===== config.mk =====
export PLATFORM = sky130hd
export DESIGN_NAME = dq_ctrl
export DESIGN_NICKNAME = d
export VERILOG_FILES = /design/src/rtl/core/dq_pkg.sv /design/src/rtl/core/dq_ctrl.sv
export SDC_FILE = /design/constraint.sdc
export NUM_CORES = 1
export LEC_CHECK = 0
export BUFFER_PORTS_ARGS = -buffer_cell sky130_fd_sc_hd__clkbuf_2
export CORE_AREA = 2 2 39 41
export DETAILED_ROUTE_END_ITERATION = 6
export DIE_AREA = 0 0 41 43
export SLEW_MARGIN = 25
export SYNTH_ARGS = -nofsm -noshare
export SYNTH_HDL_FRONTEND = slang
export SYNTH_SLANG_ARGS = --single-unit

===== constraint.sdc =====
create_clock -name i_clk -period 1.95 [get_ports i_clk]
set_clock_uncertainty 0.15 [all_clocks]
set_input_delay 0.2925 -clock i_clk [delete_from_list [all_inputs] [get_ports i_clk]]
set_output_delay 0.2925 -clock i_clk [all_outputs]
set_load 0.005 [all_outputs]

===== src/rtl/core/dq_pkg.sv =====
// dq_pkg: shared types, operation and status codes for the double-ended queue
// used by dq_ctrl, dq_datapath and double_ended_queue_top; no dependencies
`default_nettype none

package dq_pkg;

    localparam int DQ_DEPTH_DEF = 1024;
    localparam int WORD_W       = 32;

    localparam logic [2:0] FUNC_PUSH_FRONT = 3'd0;
    localparam logic [2:0] FUNC_PUSH_BACK  = 3'd1;
    localparam logic [2:0] FUNC_POP_FRONT  = 3'd2;
    localparam logic [2:0] FUNC_POP_BACK   = 3'd3;
    localparam logic [2:0] FUNC_NOP        = 3'd4;

    localparam logic [1:0] STATUS_OK    = 2'd0;
    localparam logic [1:0] STATUS_EMPTY = 2'd1;
    localparam logic [1:0] STATUS_FULL  = 2'd2;

    localparam logic signed [WORD_W-1:0] WORD_NONE = -32'sd1;

    typedef enum logic [1:0] {
        S_IDLE,
        S_EXEC,
        S_FILL,
        S_DONE
    } t_dq_state;

    typedef struct packed {
        logic load_in;
        logic exec;
        logic fill;
        logic out_load;
    } t_dq_cmd;

    typedef struct packed {
        logic need_read;
        logic out_free;
    } t_dq_sts;

endpackage

`default_nettype wire


===== src/rtl/core/dq_ctrl.sv =====
// dq_ctrl: sequencing state machine for the double-ended queue
// depends on dq_pkg; drives dq_datapath through t_dq_cmd
`default_nettype none

module dq_ctrl
    import dq_pkg::*;
(
    input  wire logic    i_clk,
    input  wire logic    i_rst_n,
    input  wire logic    i_in_valid,
    output logic         o_in_ready,
    input  wire t_dq_sts i_sts,
    output t_dq_cmd      o_cmd
);

    t_dq_state r_state;
    t_dq_state n_state;

    always_ff @(posedge i_clk) begin
        if (!i_rst_n) begin
            r_state <= S_IDLE;
        end else begin
            r_state <= n_state;
        end
    end

    always_comb begin
        n_state    = r_state;
        o_cmd      = '0;
        o_in_ready = 1'b0;
        case (r_state)
            S_IDLE: begin
                o_in_ready = 1'b1;
                if (i_in_valid) begin
                    o_cmd.load_in = 1'b1;
                    n_state       = S_EXEC;
                end
            end
            S_EXEC: begin
                o_cmd.exec = 1'b1;
                n_state    = i_sts.need_read ? S_FILL : S_DONE;
            end
            S_FILL: begin
                o_cmd.fill = 1'b1;
                n_state    = S_DONE;
            end
            S_DONE: begin
                if (i_sts.out_free) begin
                    o_cmd.out_load = 1'b1;
                    n_state        = S_IDLE;
                end
            end
            default: begin
                n_state = S_IDLE;
            end
        endcase
    end

endmodule

`default_nettype wire


; Word-level counts from Yosys, hierarchy flattened
; Cells that the tools add are included.
[totals]
input_bits = 5
output_inout_bits = 5
regBits = 2
elab_cells = 19
[classes]
n_eq_ne = 5
n_reduce_logical = 2
mux = 11
[ops]
columns = cell, count
row1 = $mux W1, 8
row2 = $pmux W2 S4, 1
row3 = $eq A2 B2 Y1 const B, 2
row4 = $mux W2, 2
row5 = $ne A2 B2 Y1 const B, 2
row6 = $eq A2 B1 Y1 const B, 1
row7 = $logic_not A2 Y1, 1
row8 = $reduce_and A2 Y1, 1

; Longest topological paths before layout
[depth]
word_depth = 3
ltp_mapped = 5
ltp_nobuf = 5

; Worst setup path before layout
; No wires, ideal clock.
[synth_timing]
path_type = register -> register
start = reg r_state[0]
end = reg r_state[0]
arrival_time_ns = 1.303
path_slack_ns = 0.427
setup_time_ns = 0.070
path_stages_with_launch = 6
t_required_ns = 1.730
period_less_slack_ns = 1.523
n_path_buf = 0
path_cell_list = dfxtp_1 inv_1 ha_1 and2b_1 or3_1 a21oi_1
[synth_via]
elab_chain_cells = 3
word_cells_on_any_way = 8
classes_between = eq/ne (5) / mux (1) / reduce/logical (2)
[synth_lines]
columns = item, line
row1 = start: declaration, dq_ctrl.sv:16  ; t_dq_state r_state;
row2 = start signal: assignment, dq_ctrl.sv:23  ; r_state <= n_state;
row3 = $eq A2 B2 Y1 or $logic_not A2 Y1 (tied branches), dq_ctrl.sv:31  ; case (r_state)
row4 = $ne A2 B2 Y1 (no line), --
row5 = $reduce_and A2 Y1 (no line), --
; Several ways; a longest one is shown, not always the timed one.
; A chain may end at the register's enable or synchronous reset.

==> results.sh <==
export IMPL_worstPathArrival_ps=1220
export IMPL_hold_class="input pin to flip-flop"
export IMPL_crit_family="flip-flops"
export IMPL_synth_most_common_cell="ha_1"
export IMPL_yosys_area_top_type_share_pct=27.8
export IMPL_synth_top_area_cell="ha_1"
export IMPL_largest_reg_flops=2
export IMPL_synthCells=20
export IMPL_grt_max_degree=6
export IMPL_die_h_um=43
export IMPL_reg2reg_to="r_state[0]$_SDFFE_PN0P_"
export IMPL_layout_min_cycle_time_ps=1660
export IMPL_clk_latency_ps=220
export IMPL_drive_gt1_share_pct=43.8
export IMPL_hold_depth=3
export IMPL_dieArea_um2=1760
export IMPL_whs_endpoint="r_state[0]$_SDFFE_PN0P_"
export IMPL_ys_async_sr_fraction_pct=0
export IMPL_synthesis_nets=29
export IMPL_vias=173
export IMPL_endpoint_kind="primary output"
export IMPL_final_seq_area_um2=40.0
export IMPL_ys_types=15
export IMPL_holdWs_ps=153
export IMPL_finalCritPeriodShare_pct=85.2
export IMPL_status="finished clean"
export IMPL_drt_iter0_markers=4
export IMPL_crit_path_start_kind="flip-flop"
export IMPL_critPathKind="flip-flop to primary output"
export IMPL_fin_area_um2=268
export IMPL_wl_um=364
export IMPL_antennaDiodeCount=0
export IMPL_setup_tns_final_ps=0
export IMPL_firstDrtPassIters=4
export IMPL_crit_slowest_cell="dfxtp_1"
export IMPL_power_leakage_nw=0.138
export IMPL_ys_flop_type="dfxtp_1"
export IMPL_slew_headroom_pct=81.0
export IMPL_ys_warn_count=0
export IMPL_synth_area_per_cell_um2=9.01
export IMPL_power_density_nw_per_um2=1430
export IMPL_finalSetupViolCount=0
export IMPL_cap_viol_max_count=0
export IMPL_die_w_um=41
export IMPL_cts_buffers=3
export IMPL_ff2ff_path_depth=5
export IMPL_required_ps=1510
export IMPL_io_buffers=9
export IMPL_place_gp_congestion=0.555
export IMPL_cts_tree="yes"
export IMPL_core_area_um2=1380
export IMPL_synth_edf_count=0
export IMPL_vdd_drop_max_mv=0.294
export IMPL_postCtsHoldBufs=0
export IMPL_cts_resized=0
export IMPL_cp_max_fo=5
export IMPL_place_hpwl_um=302
export IMPL_worst_pin_slew_ps=281
export IMPL_synth_seq_cells=2
export IMPL_largestRegisters="r_state x2"
export IMPL_grt_overflow=0
export IMPL_place_inst=45
export IMPL_ff2ff_setup_slack_ps=320
export IMPL_syn_to_final_growth_pct=48.6
export IMPL_drt_wirelength_per_cell_um=7.58
export IMPL_via_per_inst=3.60
export IMPL_antenna_found_initial=0
export IMPL_max_stage_delay_ps=350
export IMPL_top_register="r_state"
export IMPL_cts_root_buffer="clkbuf_4"
export IMPL_n_fill_cell=160
export IMPL_crit_chain="inv_1, ha_1, and2_2, clkbuf_2"
export IMPL_synth_cell_area_um2=180
export IMPL_grt_pass1_vias=125
export IMPL_hold_violations=0
export IMPL_critical_path_buf_inv_count=2
export IMPL_ios=10
export IMPL_grt_usage_pct=4.60
export IMPL_route_detailed_drc=0
export IMPL_clockBufferDepth=2
export IMPL_synth_area_leaders="ha_1 (28%), dfxtp_1 (22%), and2b_4 (5.6%), o41ai_1 (4.9%), or3b_1 (4.9%)"
export IMPL_path_clk_slew_ps=30
export IMPL_placed_area_um2=245
export IMPL_grt_setup_unrepaired="no"
export IMPL_row_count=14
export IMPL_grt_pass1_wl_um=510
export IMPL_htreeDepth=1
export IMPL_ant_nets=0
export IMPL_multiInputGateArea_um2=133
export IMPL_num_nets_final=43
export IMPL_seq_area_frac_synth_pct=22.2
export IMPL_max_freq_ghz=0.602
export IMPL_r2r_start="r_state[0]$_SDFFE_PN0P_"
export IMPL_cts_sinks=2
export IMPL_synthTopCellsByCount="ha_1 (4), dfxtp_1 (2), inv_1 (2)"
export IMPL_report_final_slew_viol_count=0
export IMPL_worstHoldStart="i_rst_n"
export IMPL_initial_core_util_pct=13.0
export IMPL_fin_cells=48
export IMPL_postCtsSetupBuffers=0
## layout by cell type, fill, tap and decap left out, types with 2 or more instances in the layout
master / n
clkbuf_2: 9
clkbuf_4: 3
dfxtp_1: 2
ha_1: 4
inv_1: 2
## worst min-delay path: cells and delay by family
kind	cells	cell delay, ps
buffers and inverters	1	90
AOI/OAI and AO/OA	2	90
## stage by stage
| step | power [W] | utilization [%] | worst slack [ps] |
|---|---|---|---|
| after floorplan | 0.000220 | - | 427 |
| after global placement | 0.000289 | 17.7 | 340 |
| after detailed placement | 0.000298 | 17.7 | 319 |
| after CTS | 0.000394 | 19.3 | 274 |
| after global routing | 0.000424 | 19.3 | 181 |
| final | 0.000384 | 19.3 | 289 |
## kinds of logic (layout without fill, tap and decap cells)
group	Yosys count	in the layout	synth area share, %
AND/OR/NAND/NOR	8	8	31.3
adder cells (fa/ha/maj)	4	4	27.8
AO/OA/AOI/OAI	4	4	14.6
flip-flops	2	2	22.2
buffers and inverters	2	14	4.17
## routing by layer
metal / track usage (%) / vias to the layer above / routed length [um]
met5: 0 / - / 0
met2: 3.44 / 9 / 141
met1: 7.32 / 71 / 186
li1: - / 93 / -
met4: 6.00 / 0 / 0
met3: 1.57 / 0 / 36
## final cells by class
| class | count | area share [%] |
|---|---|---|
| clock buffer | 3 | 8.41 |
| inverter | 2 | 2.80 |
| multi-input combinational | 16 | 49.5 |
| sequential | 2 | 15.0 |
| tap | 16 | 7.48 |
| timing repair buffer | 9 | 16.8 |
## worst max path at each step
stage / startpoint / to / slack (ps) / cells past startpoint
3_3_place_gp: r_state[0]$_SDFFE_PN0P_ / r_state[0]$_SDFFE_PN0P_ / 340 / 5
5_1_grt: r_state[0]$_SDFFE_PN0P_ / r_state[0]$_SDFFE_PN0P_ / 180 / 5
3_5_place_dp: r_state[0]$_SDFFE_PN0P_ / r_state[0]$_SDFFE_PN0P_ / 320 / 5
4_1_cts: r_state[0]$_SDFFE_PN0P_ / o_cmd[3] / 270 / 4
2_1_floorplan: r_state[0]$_SDFFE_PN0P_ / r_state[0]$_SDFFE_PN0P_ / 430 / 5
6_report: r_state[0]$_SDFFE_PN0P_ / o_cmd[3] / 290 / 4
## power by group
group          internal [W]  switching [W]
logic              0.000108       0.000103
clock network     0.0000677      0.0000213
registers         0.0000626      0.0000209
total              0.000239       0.000145
Note: power is estimated with default switching activity, not from simulation.
